## config.mk

```make
export PLATFORM = sky130hd
export DESIGN_NAME = multi_delimiter_tokenizer_unit_flat
export DESIGN_NICKNAME = d
export VERILOG_FILES = /design/src/rtl/mdt_pkg.sv /design/src/rtl/mdt_in_if.sv /design/src/rtl/mdt_out_if.sv /design/src/rtl/mdt_cell.sv /design/src/rtl/mdt_match.sv /design/src/rtl/multi_delimiter_tokenizer_unit.sv /design/src/flat_wrapper.sv
export VERILOG_INCLUDE_DIRS = /design/src /design/src/rtl
export SDC_FILE = /design/constraint.sdc
export NUM_CORES = 1
export LEC_CHECK = 0
export BUFFER_PORTS_ARGS = -buffer_cell sky130_fd_sc_hd__buf_2
export CAP_MARGIN = 20
export CELL_PAD_IN_SITES_DETAIL_PLACEMENT = 1
export CELL_PAD_IN_SITES_GLOBAL_PLACEMENT = 2
export CORE_MARGIN = 2
export CORE_UTILIZATION = 38
export DETAILED_ROUTE_END_ITERATION = 16
export HOLD_SLACK_MARGIN = 0.15
export PLACE_DENSITY = 0.91
export RECOVER_POWER = 25
export SYNTH_ARGS = -nofsm -noshare
export SYNTH_HDL_FRONTEND = slang
export SYNTH_SLANG_ARGS = --single-unit
```

## constraint.sdc

```tcl
create_clock -name clk -period 5.1 [get_ports clk]
set_input_delay 0.51 -clock clk [delete_from_list [all_inputs] [get_ports clk]]
set_output_delay 0.51 -clock clk [all_outputs]
set_load 0.05 [all_outputs]
```

## src/rtl/multi_delimiter_tokenizer_unit_macros.svh

```systemverilog
// Assertion macros for the multi-delimiter tokeniser.
// Used by the top level; the macros expect clk and rst_n in scope.
`ifndef MULTI_DELIMITER_TOKENIZER_UNIT_MACROS_SVH
`define MULTI_DELIMITER_TOKENIZER_UNIT_MACROS_SVH
`ifndef SYNTHESIS
`define MDT_ASSERT_IMPLIES(name, ante, cons) \
  name: assert property (@(posedge clk) disable iff (!rst_n) (ante) |-> (cons)) \
    else $error("tokeniser assertion failed");
`define MDT_ASSERT_NEXT(name, ante, cons) \
  name: assert property (@(posedge clk) disable iff (!rst_n) (ante) |=> (cons)) \
    else $error("tokeniser assertion failed");
`else
`define MDT_ASSERT_IMPLIES(name, ante, cons)
`define MDT_ASSERT_NEXT(name, ante, cons)
`endif
`endif

```

## src/rtl/mdt_pkg.sv

```systemverilog
// Package of the multi-delimiter tokeniser: sizes, codes and shared types.
// No dependencies.
package mdt_pkg;

  localparam int MAX_SEPS     = 4;
  localparam int MAX_SEP_LEN  = 4;
  localparam int COUNT_BITS   = 16;

  localparam int SEP_REGS     = 4;
  localparam int SEP_PRESENT  = (MAX_SEPS < SEP_REGS) ? MAX_SEPS : SEP_REGS;
  localparam int LEN_FIELD_W  = 3;
  localparam int LEN_REG_W    = SEP_REGS * LEN_FIELD_W;
  localparam int SEP_COUNT_W  = 3;
  localparam int SEP_TEXT_W   = 32;
  localparam int SEP_TEXT_BYTES = SEP_TEXT_W / 8;
  localparam int MAX_TOK_W    = 16;
  localparam int TOKEN_INDEX_W = 16;
  localparam int FILL_W       = $clog2(MAX_SEP_LEN + 1);
  localparam int CFG_INDEX_W  = 3;
  localparam int CFG_DATA_W   = 32;

  typedef logic [7:0]                              data_byte_t;
  typedef logic [FILL_W-1:0]                       fill_t;
  typedef logic [COUNT_BITS-1:0]                   count_t;
  typedef logic [TOKEN_INDEX_W-1:0]                token_index_t;
  typedef logic [SEP_PRESENT-1:0]                  sep_vec_t;
  typedef logic [SEP_PRESENT-1:0][7:0]             sep_bytes_t;
  typedef logic [MAX_SEP_LEN-1:0][SEP_PRESENT-1:0] eq_grid_t;
  typedef logic [CFG_INDEX_W-1:0]                  cfg_index_t;

  typedef logic [1:0] kind_t;
  localparam kind_t KIND_BYTE = 2'd0;
  localparam kind_t KIND_END  = 2'd1;
  localparam kind_t KIND_DONE = 2'd2;

  localparam cfg_index_t REG_SEP_COUNT   = 3'd0;
  localparam cfg_index_t REG_SEP_LENGTHS = 3'd1;
  localparam cfg_index_t REG_SEP_TEXT_0  = 3'd2;
  localparam cfg_index_t REG_SEP_TEXT_1  = 3'd3;
  localparam cfg_index_t REG_SEP_TEXT_2  = 3'd4;
  localparam cfg_index_t REG_SEP_TEXT_3  = 3'd5;
  localparam cfg_index_t REG_MAX_TOKENS  = 3'd6;

  typedef struct packed {
    logic  hit;
    fill_t len;
  } match_t;

endpackage

```

## src/rtl/mdt_in_if.sv

```systemverilog
// Input stream interface of the multi-delimiter tokeniser.
// Depends on mdt_pkg.
interface mdt_in_if;
  logic                 valid;
  logic                 ready;
  mdt_pkg::data_byte_t  in_byte;
  logic                 byte_valid;
  logic                 end_of_string;

  modport source (output valid, in_byte, byte_valid, end_of_string, input ready);
  modport sink   (input valid, in_byte, byte_valid, end_of_string, output ready);
endinterface

```

## src/rtl/mdt_out_if.sv

```systemverilog
// Result stream interface of the multi-delimiter tokeniser.
// Depends on mdt_pkg.
interface mdt_out_if;
  logic                  valid;
  logic                  ready;
  mdt_pkg::kind_t        kind;
  mdt_pkg::data_byte_t   out_byte;
  mdt_pkg::token_index_t token_index;
  logic                  last;

  modport source (output valid, kind, out_byte, token_index, last, input ready);
  modport sink   (input valid, kind, out_byte, token_index, last, output ready);
endinterface

```

## src/rtl/mdt_cell.sv

```systemverilog
// One lookahead window cell: holds a byte, shifts it to its neighbour and
// compares it with the separator bytes for its position. Depends on mdt_pkg.
module mdt_cell (
  input  logic                clk,
  input  logic                load,
  input  logic                shift,
  input  mdt_pkg::data_byte_t load_byte,
  input  mdt_pkg::data_byte_t next_byte,
  input  mdt_pkg::sep_bytes_t sep_byte,
  output mdt_pkg::data_byte_t byte_q,
  output mdt_pkg::sep_vec_t   eq
);

  mdt_pkg::data_byte_t byte_r;
  mdt_pkg::data_byte_t byte_nxt;

  always_comb begin
    byte_nxt = byte_r;
    if (load) begin
      byte_nxt = load_byte;
    end else if (shift) begin
      byte_nxt = next_byte;
    end
  end

  always_ff @(posedge clk) begin
    byte_r <= byte_nxt;
  end

  always_comb begin
    for (int s = 0; s < mdt_pkg::SEP_PRESENT; s++) begin
      eq[s] = (byte_r == sep_byte[s]);
    end
  end

  assign byte_q = byte_r;

endmodule

```

## src/rtl/mdt_match.sv

```systemverilog
// Separator selection: combines the per-cell compare bits into the first
// separator that matches in full. Depends on mdt_pkg.
module mdt_match (
  input  mdt_pkg::eq_grid_t                    eq_grid,
  input  mdt_pkg::fill_t                       fill,
  input  logic [mdt_pkg::SEP_COUNT_W-1:0]      sep_count,
  input  logic [mdt_pkg::LEN_REG_W-1:0]        sep_lengths,
  output mdt_pkg::match_t                      match
);

  always_comb begin
    logic [mdt_pkg::LEN_FIELD_W-1:0] field;
    mdt_pkg::fill_t                  len;
    logic                            ok;
    match = '0;
    // Walk from the highest separator down so the lowest one wins.
    for (int s = mdt_pkg::SEP_PRESENT - 1; s >= 0; s--) begin
      field = sep_lengths[mdt_pkg::LEN_FIELD_W*s +: mdt_pkg::LEN_FIELD_W];
      if (int'(field) > mdt_pkg::MAX_SEP_LEN) begin
        len = mdt_pkg::fill_t'(mdt_pkg::MAX_SEP_LEN);
      end else begin
        len = mdt_pkg::fill_t'(field);
      end
      ok = (s < int'(sep_count)) && (len != '0) && (len <= fill);
      for (int k = 0; k < mdt_pkg::MAX_SEP_LEN; k++) begin
        if ((k < int'(len)) && !eq_grid[k][s]) begin
          ok = 1'b0;
        end
      end
      if (ok) begin
        match.hit = 1'b1;
        match.len = len;
      end
    end
  end

endmodule

```

## src/rtl/multi_delimiter_tokenizer_unit.sv

```systemverilog
// Multi-delimiter tokeniser top level: configuration registers, window cell
// chain, separator selection, sequencer and result register.
// Depends on mdt_pkg, mdt_in_if, mdt_out_if, mdt_cell and mdt_match.
//
// A string enters one byte per transaction on in_chan; end_of_string closes
// it, and byte_valid low marks an end transaction that carries no byte.
// Results leave on out_chan as token bytes, token-end markers and a final
// string-done marker; last is set on the final result of each transaction.
// Separators and the token limit are written through cfg_we, cfg_index and
// cfg_wdata; the user must write them only while the block is idle, as the
// block itself does not enforce it. A byte that fills the four-byte window
// is decided in the DECIDE phase once the receiver can take a result, and
// any result is registered in the output register. A separator match is
// consumed by that decision's shift and then one SHIFT step per further
// separator byte, as the window chain moves one byte per cycle. An end of
// string decides each remaining window byte, then emits the closing markers
// in the CLOSE and DONE phases. Input is accepted only in the idle phase.
// Reset empties the window and restores one comma separator and a token
// limit of 65535. When the receiver stalls, the result register holds its
// transaction and the block keeps accepting input until the window fills
// or a string ends, as every decision and closing step waits for it.
`include "multi_delimiter_tokenizer_unit_macros.svh"

module multi_delimiter_tokenizer_unit (
  input  logic                               clk,
  input  logic                               rst_n,
  mdt_in_if.sink                             in_chan,
  mdt_out_if.source                          out_chan,
  input  logic                               cfg_we,
  input  mdt_pkg::cfg_index_t                cfg_index,
  input  logic [mdt_pkg::CFG_DATA_W-1:0]     cfg_wdata
);

  localparam logic [2:0] PH_IDLE   = 3'd0;
  localparam logic [2:0] PH_DECIDE = 3'd1;
  localparam logic [2:0] PH_SHIFT  = 3'd2;
  localparam logic [2:0] PH_CLOSE  = 3'd3;
  localparam logic [2:0] PH_DONE   = 3'd4;

  localparam logic [mdt_pkg::SEP_REGS-1:0][mdt_pkg::SEP_TEXT_W-1:0] SEP_TEXT_RST =
    {{((mdt_pkg::SEP_REGS - 1) * mdt_pkg::SEP_TEXT_W){1'b0}}, mdt_pkg::SEP_TEXT_W'(44)};

  // Configuration registers.
  logic [mdt_pkg::SEP_COUNT_W-1:0]                      sep_count_r, sep_count_nxt;
  logic [mdt_pkg::LEN_REG_W-1:0]                        sep_lengths_r, sep_lengths_nxt;
  logic [mdt_pkg::SEP_REGS-1:0][mdt_pkg::SEP_TEXT_W-1:0] sep_text_r, sep_text_nxt;
  logic [mdt_pkg::MAX_TOK_W-1:0]                        max_tokens_r, max_tokens_nxt;

  // Sequencer state.
  logic [2:0]          phase_r, phase_nxt;
  mdt_pkg::fill_t      fill_r, fill_nxt;
  mdt_pkg::fill_t      shift_left_r, shift_left_nxt;
  logic                token_open_r, token_open_nxt;
  mdt_pkg::count_t     tokens_done_r, tokens_done_nxt;
  logic                discarding_r, discarding_nxt;
  logic                eos_r, eos_nxt;

  // Result register.
  logic                  out_vld_r, out_vld_nxt;
  mdt_pkg::kind_t        out_kind_r, out_kind_nxt;
  mdt_pkg::data_byte_t   out_byte_r, out_byte_nxt;
  mdt_pkg::token_index_t out_index_r, out_index_nxt;
  logic                  out_last_r, out_last_nxt;

  // Window chain.
  mdt_pkg::data_byte_t cell_byte [mdt_pkg::MAX_SEP_LEN];
  mdt_pkg::data_byte_t next_byte [mdt_pkg::MAX_SEP_LEN];
  mdt_pkg::sep_bytes_t cell_sep  [mdt_pkg::MAX_SEP_LEN];
  mdt_pkg::eq_grid_t   eq_grid;
  mdt_pkg::match_t     match;

  logic                load_en;
  logic                shift_en;
  logic                can_push;
  logic                over_limit;
  logic                go_after;
  logic                emit;
  mdt_pkg::kind_t      emit_kind;
  mdt_pkg::data_byte_t emit_byte;
  mdt_pkg::count_t     emit_index;
  mdt_pkg::fill_t      consume;

  genvar k, s;
  generate
    for (k = 0; k < mdt_pkg::MAX_SEP_LEN; k++) begin : g_cell
      if (k < mdt_pkg::MAX_SEP_LEN - 1) begin : g_link
        assign next_byte[k] = cell_byte[k+1];
      end else begin : g_tail
        assign next_byte[k] = '0;
      end
      for (s = 0; s < mdt_pkg::SEP_PRESENT; s++) begin : g_sep
        if (k < mdt_pkg::SEP_TEXT_BYTES) begin : g_text
          assign cell_sep[k][s] = sep_text_r[s][8*k +: 8];
        end else begin : g_pad
          assign cell_sep[k][s] = '0;
        end
      end
      mdt_cell u_cell (
        .clk       (clk),
        .load      (load_en && (fill_r == mdt_pkg::fill_t'(k))),
        .shift     (shift_en),
        .load_byte (in_chan.in_byte),
        .next_byte (next_byte[k]),
        .sep_byte  (cell_sep[k]),
        .byte_q    (cell_byte[k]),
        .eq        (eq_grid[k])
      );
    end
  endgenerate

  mdt_match u_match (
    .eq_grid     (eq_grid),
    .fill        (fill_r),
    .sep_count   (sep_count_r),
    .sep_lengths (sep_lengths_r),
    .match       (match)
  );

  assign in_chan.ready = (phase_r == PH_IDLE);
  assign can_push      = !out_vld_r || out_chan.ready;
  assign over_limit    = (32'(tokens_done_r) >= 32'(max_tokens_r));

  always_comb begin
    sep_count_nxt   = sep_count_r;
    sep_lengths_nxt = sep_lengths_r;
    sep_text_nxt    = sep_text_r;
    max_tokens_nxt  = max_tokens_r;
    if (cfg_we) begin
      unique case (cfg_index)
        mdt_pkg::REG_SEP_COUNT:   sep_count_nxt   = cfg_wdata[mdt_pkg::SEP_COUNT_W-1:0];
        mdt_pkg::REG_SEP_LENGTHS: sep_lengths_nxt = cfg_wdata[mdt_pkg::LEN_REG_W-1:0];
        mdt_pkg::REG_SEP_TEXT_0:  sep_text_nxt[0] = cfg_wdata[mdt_pkg::SEP_TEXT_W-1:0];
        mdt_pkg::REG_SEP_TEXT_1:  sep_text_nxt[1] = cfg_wdata[mdt_pkg::SEP_TEXT_W-1:0];
        mdt_pkg::REG_SEP_TEXT_2:  sep_text_nxt[2] = cfg_wdata[mdt_pkg::SEP_TEXT_W-1:0];
        mdt_pkg::REG_SEP_TEXT_3:  sep_text_nxt[3] = cfg_wdata[mdt_pkg::SEP_TEXT_W-1:0];
        mdt_pkg::REG_MAX_TOKENS:  max_tokens_nxt  = cfg_wdata[mdt_pkg::MAX_TOK_W-1:0];
        default: begin
        end
      endcase
    end
  end

  always_comb begin
    phase_nxt       = phase_r;
    fill_nxt        = fill_r;
    shift_left_nxt  = shift_left_r;
    token_open_nxt  = token_open_r;
    tokens_done_nxt = tokens_done_r;
    discarding_nxt  = discarding_r;
    eos_nxt         = eos_r;
    load_en         = 1'b0;
    shift_en        = 1'b0;
    go_after        = 1'b0;
    emit            = 1'b0;
    emit_kind       = mdt_pkg::KIND_BYTE;
    emit_byte       = '0;
    emit_index      = tokens_done_r;
    consume         = '0;

    unique case (phase_r)
      PH_IDLE: begin
        if (in_chan.valid) begin
          eos_nxt = in_chan.end_of_string;
          if (over_limit) begin
            discarding_nxt = 1'b1;
            fill_nxt       = '0;
            token_open_nxt = 1'b0;
          end
          if (in_chan.byte_valid && !discarding_nxt) begin
            load_en  = 1'b1;
            fill_nxt = fill_r + 1'b1;
          end
          if (load_en && (int'(fill_nxt) == mdt_pkg::MAX_SEP_LEN)) begin
            phase_nxt = PH_DECIDE;
          end else begin
            go_after = 1'b1;
          end
        end
      end
      PH_DECIDE: begin
        if (can_push) begin
          if (match.hit) begin
            if (token_open_r) begin
              emit            = 1'b1;
              emit_kind       = mdt_pkg::KIND_END;
              tokens_done_nxt = mdt_pkg::count_t'(tokens_done_r + 1'b1);
              token_open_nxt  = 1'b0;
              if (32'(tokens_done_nxt) >= 32'(max_tokens_r)) begin
                discarding_nxt = 1'b1;
                fill_nxt       = '0;
                go_after       = 1'b1;
              end else begin
                consume = match.len;
              end
            end else begin
              consume = match.len;
            end
          end else begin
            emit           = 1'b1;
            emit_kind      = mdt_pkg::KIND_BYTE;
            emit_byte      = cell_byte[0];
            token_open_nxt = 1'b1;
            consume        = mdt_pkg::fill_t'(1);
          end
          if (consume != '0) begin
            shift_en = 1'b1;
            fill_nxt = fill_r - 1'b1;
            if (consume == mdt_pkg::fill_t'(1)) begin
              go_after = 1'b1;
            end else begin
              shift_left_nxt = consume - 1'b1;
              phase_nxt      = PH_SHIFT;
            end
          end
        end
      end
      PH_SHIFT: begin
        shift_en       = 1'b1;
        fill_nxt       = fill_r - 1'b1;
        shift_left_nxt = shift_left_r - 1'b1;
        if (shift_left_r == mdt_pkg::fill_t'(1)) begin
          go_after = 1'b1;
        end
      end
      PH_CLOSE: begin
        if (can_push) begin
          if (!discarding_r) begin
            if (token_open_r) begin
              emit            = 1'b1;
              emit_kind       = mdt_pkg::KIND_END;
              tokens_done_nxt = mdt_pkg::count_t'(tokens_done_r + 1'b1);
            end else if ((sep_count_r == '0) && (tokens_done_r == '0)) begin
              // An empty string with no separators still yields one token.
              emit            = 1'b1;
              emit_kind       = mdt_pkg::KIND_END;
              tokens_done_nxt = mdt_pkg::count_t'(1);
            end
          end
          phase_nxt = PH_DONE;
        end
      end
      PH_DONE: begin
        if (can_push) begin
          emit            = 1'b1;
          emit_kind       = mdt_pkg::KIND_DONE;
          fill_nxt        = '0;
          token_open_nxt  = 1'b0;
          tokens_done_nxt = '0;
          discarding_nxt  = 1'b0;
          eos_nxt         = 1'b0;
          phase_nxt       = PH_IDLE;
        end
      end
      default: begin
        phase_nxt = PH_IDLE;
      end
    endcase

    if (go_after) begin
      if (eos_nxt) begin
        phase_nxt = ((fill_nxt != '0) && !discarding_nxt) ? PH_DECIDE : PH_CLOSE;
      end else begin
        phase_nxt = PH_IDLE;
      end
    end
  end

  always_comb begin
    out_vld_nxt   = out_vld_r && !out_chan.ready;
    out_kind_nxt  = out_kind_r;
    out_byte_nxt  = out_byte_r;
    out_index_nxt = out_index_r;
    out_last_nxt  = out_last_r;
    if (emit) begin
      out_vld_nxt   = 1'b1;
      out_kind_nxt  = emit_kind;
      out_byte_nxt  = emit_byte;
      out_index_nxt = mdt_pkg::token_index_t'(emit_index);
      out_last_nxt  = !eos_r || (emit_kind == mdt_pkg::KIND_DONE);
    end
  end

  always_ff @(posedge clk) begin
    if (!rst_n) begin
      sep_count_r   <= mdt_pkg::SEP_COUNT_W'(1);
      sep_lengths_r <= mdt_pkg::LEN_REG_W'(585);
      sep_text_r    <= SEP_TEXT_RST;
      max_tokens_r  <= '1;
      phase_r       <= PH_IDLE;
      fill_r        <= '0;
      shift_left_r  <= '0;
      token_open_r  <= 1'b0;
      tokens_done_r <= '0;
      discarding_r  <= 1'b0;
      eos_r         <= 1'b0;
      out_vld_r     <= 1'b0;
    end else begin
      sep_count_r   <= sep_count_nxt;
      sep_lengths_r <= sep_lengths_nxt;
      sep_text_r    <= sep_text_nxt;
      max_tokens_r  <= max_tokens_nxt;
      phase_r       <= phase_nxt;
      fill_r        <= fill_nxt;
      shift_left_r  <= shift_left_nxt;
      token_open_r  <= token_open_nxt;
      tokens_done_r <= tokens_done_nxt;
      discarding_r  <= discarding_nxt;
      eos_r         <= eos_nxt;
      out_vld_r     <= out_vld_nxt;
    end
  end

  always_ff @(posedge clk) begin
    out_kind_r  <= out_kind_nxt;
    out_byte_r  <= out_byte_nxt;
    out_index_r <= out_index_nxt;
    out_last_r  <= out_last_nxt;
  end

  assign out_chan.valid       = out_vld_r;
  assign out_chan.kind        = out_kind_r;
  assign out_chan.out_byte    = out_byte_r;
  assign out_chan.token_index = out_index_r;
  assign out_chan.last        = out_last_r;

  `MDT_ASSERT_IMPLIES(a_decide_has_bytes, phase_r == PH_DECIDE, fill_r != '0 && !discarding_r)
  `MDT_ASSERT_IMPLIES(a_done_is_last, out_vld_r && out_kind_r == mdt_pkg::KIND_DONE, out_last_r)
  `MDT_ASSERT_NEXT(a_done_clears, phase_r == PH_DONE && can_push, phase_r == PH_IDLE)
  `MDT_ASSERT_NEXT(a_zeroed, phase_r == PH_DONE && can_push, fill_r == '0 && tokens_done_r == '0)

endmodule
```

## src/flat_wrapper.sv

```systemverilog
// flat-port wrapper written by rule: the top's interface ports become plain ports
module multi_delimiter_tokenizer_unit_flat 
  (clk, rst_n, cfg_we, cfg_index, cfg_wdata, in_chan_valid, in_chan_in_byte, in_chan_byte_valid, in_chan_end_of_string, in_chan_ready, out_chan_valid, out_chan_kind, out_chan_out_byte, out_chan_token_index, out_chan_last, out_chan_ready);
  mdt_in_if in_chan_i ();
  mdt_out_if out_chan_i ();
  input  logic clk;
  input  logic rst_n;
  input  logic cfg_we;
  input  mdt_pkg::cfg_index_t cfg_index;
  input  logic [mdt_pkg::CFG_DATA_W-1:0] cfg_wdata;
  input wire logic [$bits(in_chan_i.valid)-1:0] in_chan_valid;
  input wire logic [$bits(in_chan_i.in_byte)-1:0] in_chan_in_byte;
  input wire logic [$bits(in_chan_i.byte_valid)-1:0] in_chan_byte_valid;
  input wire logic [$bits(in_chan_i.end_of_string)-1:0] in_chan_end_of_string;
  output wire logic [$bits(in_chan_i.ready)-1:0] in_chan_ready;
  output wire logic [$bits(out_chan_i.valid)-1:0] out_chan_valid;
  output wire logic [$bits(out_chan_i.kind)-1:0] out_chan_kind;
  output wire logic [$bits(out_chan_i.out_byte)-1:0] out_chan_out_byte;
  output wire logic [$bits(out_chan_i.token_index)-1:0] out_chan_token_index;
  output wire logic [$bits(out_chan_i.last)-1:0] out_chan_last;
  input wire logic [$bits(out_chan_i.ready)-1:0] out_chan_ready;
  assign in_chan_i.valid = in_chan_valid;
  assign in_chan_i.in_byte = in_chan_in_byte;
  assign in_chan_i.byte_valid = in_chan_byte_valid;
  assign in_chan_i.end_of_string = in_chan_end_of_string;
  assign in_chan_ready = in_chan_i.ready;
  assign out_chan_valid = out_chan_i.valid;
  assign out_chan_kind = out_chan_i.kind;
  assign out_chan_out_byte = out_chan_i.out_byte;
  assign out_chan_token_index = out_chan_i.token_index;
  assign out_chan_last = out_chan_i.last;
  assign out_chan_i.ready = out_chan_ready;
  multi_delimiter_tokenizer_unit u_core (.clk(clk), .rst_n(rst_n), .in_chan(in_chan_i), .out_chan(out_chan_i), .cfg_we(cfg_we), .cfg_index(cfg_index), .cfg_wdata(cfg_wdata));
endmodule
```

Yosys cells after proc, flatten, opt, wreduce, memory -nomap -nowiden
Cells that the tools add are included.
Storage, ports and cells
  latch bits: 0
  memories: 0
  bits of input ports: 50
  flip-flop bits (word level): 247
  word-level logic and storage cells: 327
  ROM bits: 0
  memory bits (writable): 0
Cells by class
  magnitude comparators: 30
  divide/modulo/power cells: 0
  muxes and demuxes: 129
  reductions and logical operators: 86
  bitwise logic cells: 2
  shifts and indexed selects: 0
  $add $sub $neg: 5
  equal/unequal tests: 52
  $mul: 0
Operators by type and width (number)
  $eq 8x8->1: 16
  $mux 16: 8
  $mux 3: 32
  $mux 8: 8
  $mux 1: 60
  $pmux 16 s3: 1
  $logic_and 1x1->1: 33
  $ge 16x16->1: 2
  $lt 1x3->1 const A: 10
  $lt 2x3->1 const A: 10
  $reduce_bool 3->1: 8
  $logic_not 1->1: 21
  $eq 3x2->1 const B: 6
  $ne 3x1->1 const B: 6
  $add 16x1->16 const B: 1
  $logic_not 16->1: 1
  $mux 4: 4
  $ne 2x1->1 const B: 8
  $reduce_and 8->1: 2
  $eq 3x1->1 const B: 5
  $eq 3x3->1 const B: 5
  $pmux 3 s5: 1
  $reduce_and 2->1: 7
  $gt 3x3->1 const B: 4
  other kinds (19): 45

Logic depth before layout (Yosys ltp)
Gate-level depths: netlist of the first run.
  depth after elaboration: 27
  gate-level depth with buffers: 23
  mapped depth without buffers: 22

Cells and area by module
A second synthesis of the first run with hierarchy kept.
Second synthesis, totals
  cell total of the unflattened synthesis: 1492
  area total of the unflattened synthesis: 13357.8 sq um
By module, submodules not included
  multi_delimiter_tokenizer_unit: cells each 1125, area each 9735.6 sq um, sequential area each 4574.4 sq um, times used 1
  mdt_cell: cells each 70, area each 750.7 sq um, sequential area each 240.2 sq um, times used 4
  mdt_match: cells each 87, area each 619.3 sq um, sequential area each 0.0 sq um, times used 1

Least setup slack after synthesis of the first run
No wires, ideal clock.
  kind: reg2reg
  start point: register u_core.tokens_done_r[0] (netlist: u_core.emit_index[0])
  end point: register u_core.phase_r[1]
  data required time: 5.040 ns
  buffers on the path: 1
  setup time: 0.060 ns
  cell stages (with the launch flop): 22
  arrival time: 4.340 ns
  setup slack: 0.700 ns
  cell sequence: dfxtp_1 > ha_1 > and3_1 > clkbuf_1 > nand3_1 > xnor2_1 > ha_1 > nand3_1 > o22ai_1 > o21ai_0 > or3b_2 > a31o_2 > o21ai_0 > inv_1 > ha_1 > or2_2 > o21ai_0 > nor2b_1 > a31oi_1 > a41oi_1 > o211a_1 > a32o_1
Between the ends
  cells in the longest elaborated chain, start to end: 16
  elaborated cells between the ends (all ways): 61
RTL lines
  from (decl): line multi_delimiter_tokenizer_unit.sv:54  | mdt_pkg::count_t tokens_done_r, tokens_done_nxt;
  from (signal assigned): line multi_delimiter_tokenizer_unit.sv:306  | tokens_done_r <= tokens_done_nxt;
  $add 16x1->16 or $ge 16x16->1 (tied branches): line multi_delimiter_tokenizer_unit.sv:186, multi_delimiter_tokenizer_unit.sv:121
  $ge 16x16->1 or $mux 1 (tied branches): line multi_delimiter_tokenizer_unit.sv:188, multi_delimiter_tokenizer_unit.sv:164
  $mux 3 or $mux 1 (tied branches): line multi_delimiter_tokenizer_unit.sv:188, multi_delimiter_tokenizer_unit.sv:162
  $mux 3 or $mux 1 (tied branches): line multi_delimiter_tokenizer_unit.sv:183, multi_delimiter_tokenizer_unit.sv:160
  $mux 3 or $logic_not 1->1 (tied branches): line multi_delimiter_tokenizer_unit.sv:182, multi_delimiter_tokenizer_unit.sv:169
  $mux 3 or $logic_and 1x1->1 (tied branches): line multi_delimiter_tokenizer_unit.sv:181, multi_delimiter_tokenizer_unit.sv:169
  $mux 3, on equally long branches: line multi_delimiter_tokenizer_unit.sv:160, multi_delimiter_tokenizer_unit.sv:169
  $reduce_bool 3->1 or $mux 3 (tied branches): line multi_delimiter_tokenizer_unit.sv:205, multi_delimiter_tokenizer_unit.sv:162
  $mux 3, on equally long branches: line multi_delimiter_tokenizer_unit.sv:205, multi_delimiter_tokenizer_unit.sv:160
  $mux 3 (tied with other cells): line multi_delimiter_tokenizer_unit.sv:181  | if (can_push) begin
  $pmux 3 s4 or $logic_and 1x1->1 (tied branches): line multi_delimiter_tokenizer_unit.sv:160, multi_delimiter_tokenizer_unit.sv:173
  $reduce_bool 3->1 or $mux 1 (tied branches): line multi_delimiter_tokenizer_unit.sv:261, multi_delimiter_tokenizer_unit.sv:173
  $logic_and 1x1->1 or $mux 1 (tied branches): line multi_delimiter_tokenizer_unit.sv:261, multi_delimiter_tokenizer_unit.sv:162
  $mux 2 or $pmux 1 s3 (tied branches): line multi_delimiter_tokenizer_unit.sv:261, multi_delimiter_tokenizer_unit.sv:160
  $mux 3 (tied with other cells): line multi_delimiter_tokenizer_unit.sv:260  | if (eos_nxt) begin
  $mux 3 or $reduce_and 8->1 (tied branches)
  to (signal assigned): line multi_delimiter_tokenizer_unit.sv:302  | phase_r <= phase_nxt;
  to (decl): line multi_delimiter_tokenizer_unit.sv:50  | logic [2:0] phase_r, phase_nxt;
Several ways; a longest one is shown, not always the timed one. The select of a mux whose other input is x is not followed.
A chain may end at the register's enable or synchronous reset.

Final worst setup path of the first run
  start point: register u_core.g_cell[1].u_cell.byte_r[7]
  end point: register u_core.phase_r[1]
Between the ends
  cells in the longest elaborated chain, start to end: 24
  elaborated cells between the ends (all ways): 62
RTL lines
  from (decl): line mdt_cell.sv:14  | mdt_pkg::data_byte_t byte_r;
  from (signal assigned): line mdt_cell.sv:27  | byte_r <= byte_nxt;
  $eq 8x8->1: line mdt_cell.sv:32  | eq[s] = (byte_r == sep_byte[s]);
  $logic_not 1->1: line mdt_match.sv:26  | if ((k < int'(len)) && !eq_grid[k][s]) begin
  $logic_and 1x1->1: line mdt_match.sv:26
  $mux 1 (3 in a row): line mdt_match.sv:26
  $mux 4 (3 in a row): line mdt_match.sv:30  | if (ok) begin
  $mux 4 (*): line mdt_match.sv:30
  $mux 3: line multi_delimiter_tokenizer_unit.sv:188  | if (32'(tokens_done_nxt) >= 32'(max_tokens_r)) begin
  $mux 3: line multi_delimiter_tokenizer_unit.sv:183  | if (token_open_r) begin
  (+4 left out)
  $mux 3: line multi_delimiter_tokenizer_unit.sv:205  | if (consume != '0) begin
  $mux 3: line multi_delimiter_tokenizer_unit.sv:181
  $pmux 3 s4: line multi_delimiter_tokenizer_unit.sv:160  | unique case (phase_r)
  $reduce_bool 3->1: line multi_delimiter_tokenizer_unit.sv:261  | phase_nxt = ((fill_nxt != '0) && !discarding_nxt) ? PH_DECIDE : PH_CLOSE;
  $logic_and 1x1->1: line multi_delimiter_tokenizer_unit.sv:261
  $mux 2: line multi_delimiter_tokenizer_unit.sv:261
  $mux 3: line multi_delimiter_tokenizer_unit.sv:260
  $mux 3: line multi_delimiter_tokenizer_unit.sv:259  | if (go_after) begin
Every way passes the cells marked *; elsewhere a longest branch is shown, timed or not. The select of a mux whose other input is x is not followed.

==> impl_metrics.toml, run 1 <==
[yosys]
synth_fa_ha_area_frac = 0.05331
muxShareOfSynthArea = 0.03198
synth_area_sq_um = 13140
seq_area_frac_synth = 0.4211
synth_area_leader_cell = "dfxtp_1"
synthArstFlopShare = 0
ys_ff_latch = 247
syn_inst = 1537
synth_cell_types = 79
yosys.area_share.simple = 0.2111
yosysWarningCount = 0
synthFlopType = "dfxtp_1"
synth_top_area_frac = 0.2863
synth_xor_xnor_area_share = 0.09643
ys_top_cells_by_area = "dfxtp_1, edfxtp_1, nand2_1, a21oi_1, xor2_1"
synth_top_family_by_area = "simple AND/OR/NAND/NOR gates"
post_synth.cell_area_avg_sq_um = 8.552
syn-num-nets = 1643
synth_compound_area_frac = 0.1381
synth_edf_count = 59

[global_routing]
grt_max_degree = 79
grt_pass1_vias = 11360
overflow = 0
grt_antenna_before_repair = 0
grt_pass1_wl_mm = 65.05
grt_usage = 0.2310

[final_layout]
num-fill-cells = 4026
final_area_sq_um = 14870
drive_above_1_share = 0.1350
syn_to_final_growth_pct = 13.17
nNetsFinal = 1669
seq_area_sq_um = 5538
antenna_cells = 0
multiInputGateArea_sq_um = 7012
final_common_cell = "nand2_1"
final_cell_mix = "nand2_1, dfxtp_1, a21oi_1"

[setup_path]
crit_arrival_ns = 5.24
crit_chain = "xor2_1 > nor4_1 > a21oi_1 > or4_1 > or2_4 > o32a_2 > mux2i_1 > a21oi_1 > o21ai_1 > inv_1 > ha_1 > or2_2 > o21ai_0 > nor2b_1 > a31oi_1 > a41oi_1 > o211a_1 > a32o_1"
crit_fanout = 7
cp-start-kind = "register"
critical_path_class = "reg -> reg"
crit_family = "simple AND/OR/NAND/NOR gates"
cp_slowest_stage_delay_ns = 0.54
cp_slowest_cell = "or4_1"
critPathMostFrequentCell = "a21oi_1"
path_buf_inv = 1
required_ns = 5.58
end_kind = "register"

[detailed_routing]
post_drt_wl_per_cell_microns = 20.62
routed_wl_mm = 42.06
vias = 11230
drt_pre_antenna_iters = 5
route.detailed.drc = 0
vias_per_cell = 5.503
ant_nets = 0
drt_iter0_drc = 574

[timing]
worst_slack_ns = 0.3403
period_needed_ns = 4.760
fin_skew_ns = 0.01756
fin_crit_sh = 0.9333
slew_headroom = -0.5376
tightest_slew_ns = 2.306
whs_ns = 0.2244
max_freq_mhz = 210.1
finalHoldViolations = 0
final_max_slew_viol_count = 66
tns_ns = 0
setup_viol = 0

[power_and_ir_drop]
power.share.clock = 0.323
finalPower_w = 0.006897
seq_power_share = 0.399
p_leak_nw = 5.840
p_sw_w = 0.002482
cellPowerDensity_nw_per_um2 = 463.7
internal_power_w = 0.004414
combPwrFrac = 0.278
netSwitchingFraction = 0.3599
max-vdd-ir-drop_mv = 0.2792

[floorplanning]
num_rows = 68
ios = 79
start_util = 0.3833
die_w_microns = 190.0
die_area_sq_um = 36090
die_y_microns = 190.0
core_sq_um = 34290

[cts]
clk_latency_ns = 0.55
cts_hold_buffers = 0
clock_sinks = 247
numCtsBuffers = 29
h-tree-depth = 1
path_clk_slew_ns = 0.06
root_buffer = "clkbuf_16"
cts_buffer_depth = 3
cts_tree = "yes"

[job]
drv_cap = 2

[min_path]
hp-class = "in -> reg"

[outcome]
failed_checks = "max-capacitance violations, max-slew violations"
status = "finished with violations"

[place]
dp_slack_ns = 0.2906
portBuffers = 78
placed_cell_area_sq_um = 13820
dp_hpwl_mm = 29.77
globalplace.congestion = 0.8789
==> final cells by class <==
| cell class | instances | share of cell area |
|---|---|---|
| clock buffers | 37 | 0.05417 |
| clock inverters | 16 | 0.01480 |
| inverters | 44 | 0.01127 |
| multi-input cells | 1141 | 0.4714 |
| flip-flops and latches | 247 | 0.3723 |
| well taps | 455 | 0.03827 |
| repair buffers | 100 | 0.03777 |
==> routing by layer <==
| metal | global-route usage | vias up | share of wire | routed length, microns |
|---|---|---|---|---|
| met4 | 0.07007 | 0 | 0.028 | 1185 |
| met5 | 0 | - | 0 | 0 |
| met1 | 0.3060 | 5546 | 0.45 | 18990 |
| met2 | 0.3935 | 258 | 0.48 | 20010 |
| met3 | 0.02859 | 73 | 0.044 | 1869 |
| li1 | - | 5350 | - | - |
==> sequential cells by signal, indices dropped and copies added, names as in the netlist <==
register                     cells
u_core.shift_left_r              3
u_core.cell_sep                128
u_core.phase_r                   3
u_core.eos_r                     1
u_core.out_chan.kind             2
u_core.out_chan.valid            1
u_core.fill_r                    3
u_core.sep_lengths_r            12
u_core.out_chan.out_byte         8
u_core.token_open_r              1
u_core.g_cell.u_cell.byte_q     32
u_core.max_tokens_r             16
u_core.discarding_r              1
u_core.out_chan.token_index     16
u_core.emit_index               16
u_core.out_chan.last             1
u_core.sep_count_r               3
==> worst register-to-register path: cells and delay by family, from the launching register on <==
kind | cells | cell delay, ns
adder cells (fa/ha/maj) | 1 | 0.30
AO/OA/AOI/OAI | 9 | 1.68
AND/OR/NAND/NOR | 5 | 1.74
flip-flops | 1 | 0.51
buffers and inverters | 1 | 0.09
multiplexers | 1 | 0.17
XOR/XNOR | 1 | 0.20
==> power by group through the flow <==
stage / combinational (W) / clock, W / sequential, W
final: 0.00192 / 0.00223 / 0.00275
after CTS: 0.00189 / 0.00226 / 0.00276
after floorplan: 0.00141 / 0 / 0.00269
after global routing: 0.00209 / 0.00234 / 0.00278
after detailed placement: 0.00187 / 0 / 0.00279
after global placement: 0.00183 / 0 / 0.00278
==> per-stage QoR <==
stage / utilization / cells
finish: 0.4338 / 2040
CTS: 0.4329 / 2038
global route: 0.4338 / 2040
floorplan: - / 1537
detailed placement: 0.4029 / 1985
global placement: 0.4029 / 1985
==> synth_stat cells, drive strengths merged (8+ instances only) <==
cell / instances
nor2b: 11
and2: 9
nor4: 34
buf: 11
mux2: 24
a21oi: 179
ha: 56
mux2i: 15
and3: 29
xor2: 88
o21ai: 28
nand4: 18
inv: 44
nor2: 50
a21o: 14
nand2: 343
nor3: 23
nand3: 36
dfxtp: 188
edfxtp: 59
o211ai: 20
or2: 8
xnor2: 55
clkbuf: 92
nand2b: 12
==> cells by family (layout without fill, tap and decap cells) <==
kind of cell,after synthesis,after routing
adders and majority gates,56,56
buffers and inverters,149,197
and+or+nand+nor,601,601
AOI/OAI and AO/OA,302,302
muxes,39,39
xor gates and xnor gates,143,143
DFF,247,247
==> worst paths after layout <==
check | slack [ns] | startpoint | end | cells past startpoint
worst min register to register | 0.47 | u_core.cell_sep[117] | u_core.cell_sep[117] | 2
worst min-delay path | 0.22 | cfg_wdata[16] | u_core.cell_sep[40] | 3
worst max-delay path | 0.34 | u_core.g_cell[1].u_cell.byte_q[7] | u_core.phase_r[1] | 18
worst max register to register | 0.34 | u_core.g_cell[1].u_cell.byte_q[7] | u_core.phase_r[1] | 18
==> timing repair <==
action,4_1_cts,5_1_grt
setup endpoints to repair,0,4
gates resized for setup,0,7
setup buffers,0,0
endpoints found under the hold margin,0,0
Power figures use the tool's default switching activity.
==> run 2: changes to the inputs <==
Settings changed: ABC_AREA set to 1, CORE_UTILIZATION 38 to 34, SYNTH_HIERARCHICAL set to 1.
==> impl_metrics.toml, run 2 <==
[detailed_routing]
ant_nets = 0
routed_wl_mm = 45.24
drt_pre_antenna_iters = 5
vias = 13310
post_drt_wl_per_cell_microns = 16.45
vias_per_cell = 4.838
drt_iter0_drc = 706
route.detailed.drc = 0

[setup_path]
end_kind = "register"
critical_path_class = "reg -> reg"
required_ns = 5.41
crit_arrival_ns = 4.92
r2r_slack_ns = 0.50
cp_slowest_stage_delay_ns = 0.43
path_buf_inv = 0
cp-start-kind = "register"
crit_family = "simple AND/OR/NAND/NOR gates"
critPathMostFrequentCell = "nand2_1"
cp_slowest_cell = "or2_2"
crit_chain = "ha_1 > nand4_1 > nor4_1 > nand2_1 > nor2_1 > nand4_1 > xor2_1 > ha_1 > nand2_1 > o21ai_0 > nor2_1 > nand2_1 > nand3_1 > o21ai_0 > ha_1 > nand2_1 > nand2_1 > nand2_1 > or2_2"
crit_fanout = 8

[floorplanning]
start_util = 0.3424
die_area_sq_um = 42470
ios = 79
core_sq_um = 40550
die_y_microns = 206.1
num_rows = 74
die_w_microns = 206.1

[final_layout]
final_cell_mix = "nand2_1, nor2_1, inv_1"
multiInputGateArea_sq_um = 6935
final_area_sq_um = 15840
drive_above_1_share = 0.08751
syn_to_final_growth_pct = 14.04
final_util = 0.3905
final_common_cell = "nand2_1"
nNetsFinal = 2301
num-fill-cells = 5302
largest_reg_flops = 128
seq_area_sq_um = 5535

[global_routing]
grt_usage = 0.2153
use_met3 = 0.02759
grt_max_degree = 77
grt_antenna_before_repair = 1
grt.busiest_layer = "met2"
met2_usage = 0.3766
met1_usage = 0.2801
overflow = 0
grt_pass1_vias = 13670
grt_pass1_wl_mm = 72.14

[yosys]
synth_area_sq_um = 13890
synth_top_area_frac = 0.2710
synth_cell_types = 42
syn_inst = 2124
yosys-top-cells-count = "nand2_1, nor2_1, inv_1"
synth_area_leader_cell = "dfxtp_1"
seq_area_frac_synth = 0.3986
synthFlopType = "dfxtp_1"
yosysWarningCount = 6
synth_most_common_cell = "nand2_1"
ys_top_cells_by_area = "dfxtp_1, nand2_1, edfxtp_1, nor2_1, inv_1"
synthArstFlopShare = 0
synth_edf_count = 59
post_synth.cell_area_avg_sq_um = 6.538
ys_ff_latch = 247

[timing]
period_needed_ns = 4.603
tns_ns = 0
finalHoldViolations = 0
fin_crit_sh = 0.9025
fin_skew_ns = 0.03010
max_freq_mhz = 217.3
whs_ns = 0.2029
tightest_slew_ns = 3.430
final_max_slew_viol_count = 107
slew_headroom = -1.286
rsz0062_at_grt = "no"
setup_viol = 0

[cts]
cts_buffer_depth = 3
root_buffer = "clkbuf_16"
h-tree-depth = 1
clock_sinks = 247
clk_latency_ns = 0.58
post_cts_resized = 0
cts_hold_buffers = 0
post-cts-setup-buffers = 0
path_clk_slew_ns = 0.06
cts_tree = "yes"
numCtsBuffers = 29

[power_and_ir_drop]
cellPowerDensity_nw_per_um2 = 453.2
finalPower_w = 0.007176
p_leak_nw = 7.512
max-vdd-ir-drop_mv = 0.3196

[place]
placed_cell_area_sq_um = 14830
globalplace.congestion = 0.8289
portBuffers = 78
dp_hpwl_mm = 31.99

[min_path]
hp-class = "in -> reg"

[outcome]
status = "finished with violations"
failed_checks = "max-capacitance violations, max-slew violations"

[job]
drv_cap = 2
[run 2: cell types whose count changed after synthesis, moves of 29 or more]
cell      previous run  this run
nand2_1            343       693
nor2_1              50       357
inv_1               44       292
o21ai_0             28       150
a21oi_1            177        75
xor2_1              86        13
xnor2_1             55         2
clkbuf_1            92        50
inv_2                0        36
nor4_1              33         4
[run 2: worst min-delay path: stages]
cell and delay, ns:
buf_2 0.11, nor2_1 0.05, nor2_1 0.08
[run 2: through the flow]
stage | setup slack, ns | std cells
CTS | 0.5223 | 2748
global route | 0.1246 | 2749
global placement | 0.8216 | 2694
floorplan | 1.494 | 2131
detailed placement | 0.5406 | 2694
finish | 0.4974 | 2750
[run 2: final timing paths]
| kind | to | from | cells after the start |
|---|---|---|---|
| worst min register to register | u_core/cell_sep[11] | u_core/cell_sep[11] | 2 |
| worst max-delay path | u_core/g_cell[1].u_cell/byte_q[6] | u_core/emit_index[0] | 19 |
| worst max register to register | u_core/g_cell[1].u_cell/byte_q[6] | u_core/emit_index[0] | 19 |
| worst min-delay path | u_core/cell_sep[38] | cfg_wdata[22] | 3 |
[run 2: layout make-up]
class	instances	share of cell area
repair buffers	87	0.02781
clock buffers	35	0.05041
multi-input cells	1501	0.4380
diodes	1	0.0001580
well taps	532	0.04204
flip-flops and latches	247	0.3496
inverters	328	0.07775
clock inverters	19	0.01430
[run 2: power by group]
group          switching [W]  internal [W]
registers           0.000395       0.00238
logic                0.00153      0.000652
clock network       0.000895       0.00132
total                0.00282       0.00435
[run 2: per-layer routing]
metal	share of wire	vias up	wire length, microns
met5	0	-	0
met4	0.024	0	1066
met3	0.036	62	1651
met2	0.47	209	21200
met1	0.47	6339	21330
li1	-	6695	-
[run 2: cells by family (layout without fill, tap and decap cells)]
| group | after synthesis | after routing | synth area share |
|---|---|---|---|
| AO/OA/AOI/OAI | 272 | 272 | 0.1078 |
| XOR/XNOR | 16 | 16 | 0.01063 |
| adder cells (fa/ha/maj) | 57 | 57 | 0.05136 |
| buffers and inverters | 383 | 469 | 0.1042 |
| flip-flops | 247 | 247 | 0.3986 |
| other | 1 | 9 | 0.0002701 |
| AND/OR/NAND/NOR | 1148 | 1148 | 0.3272 |
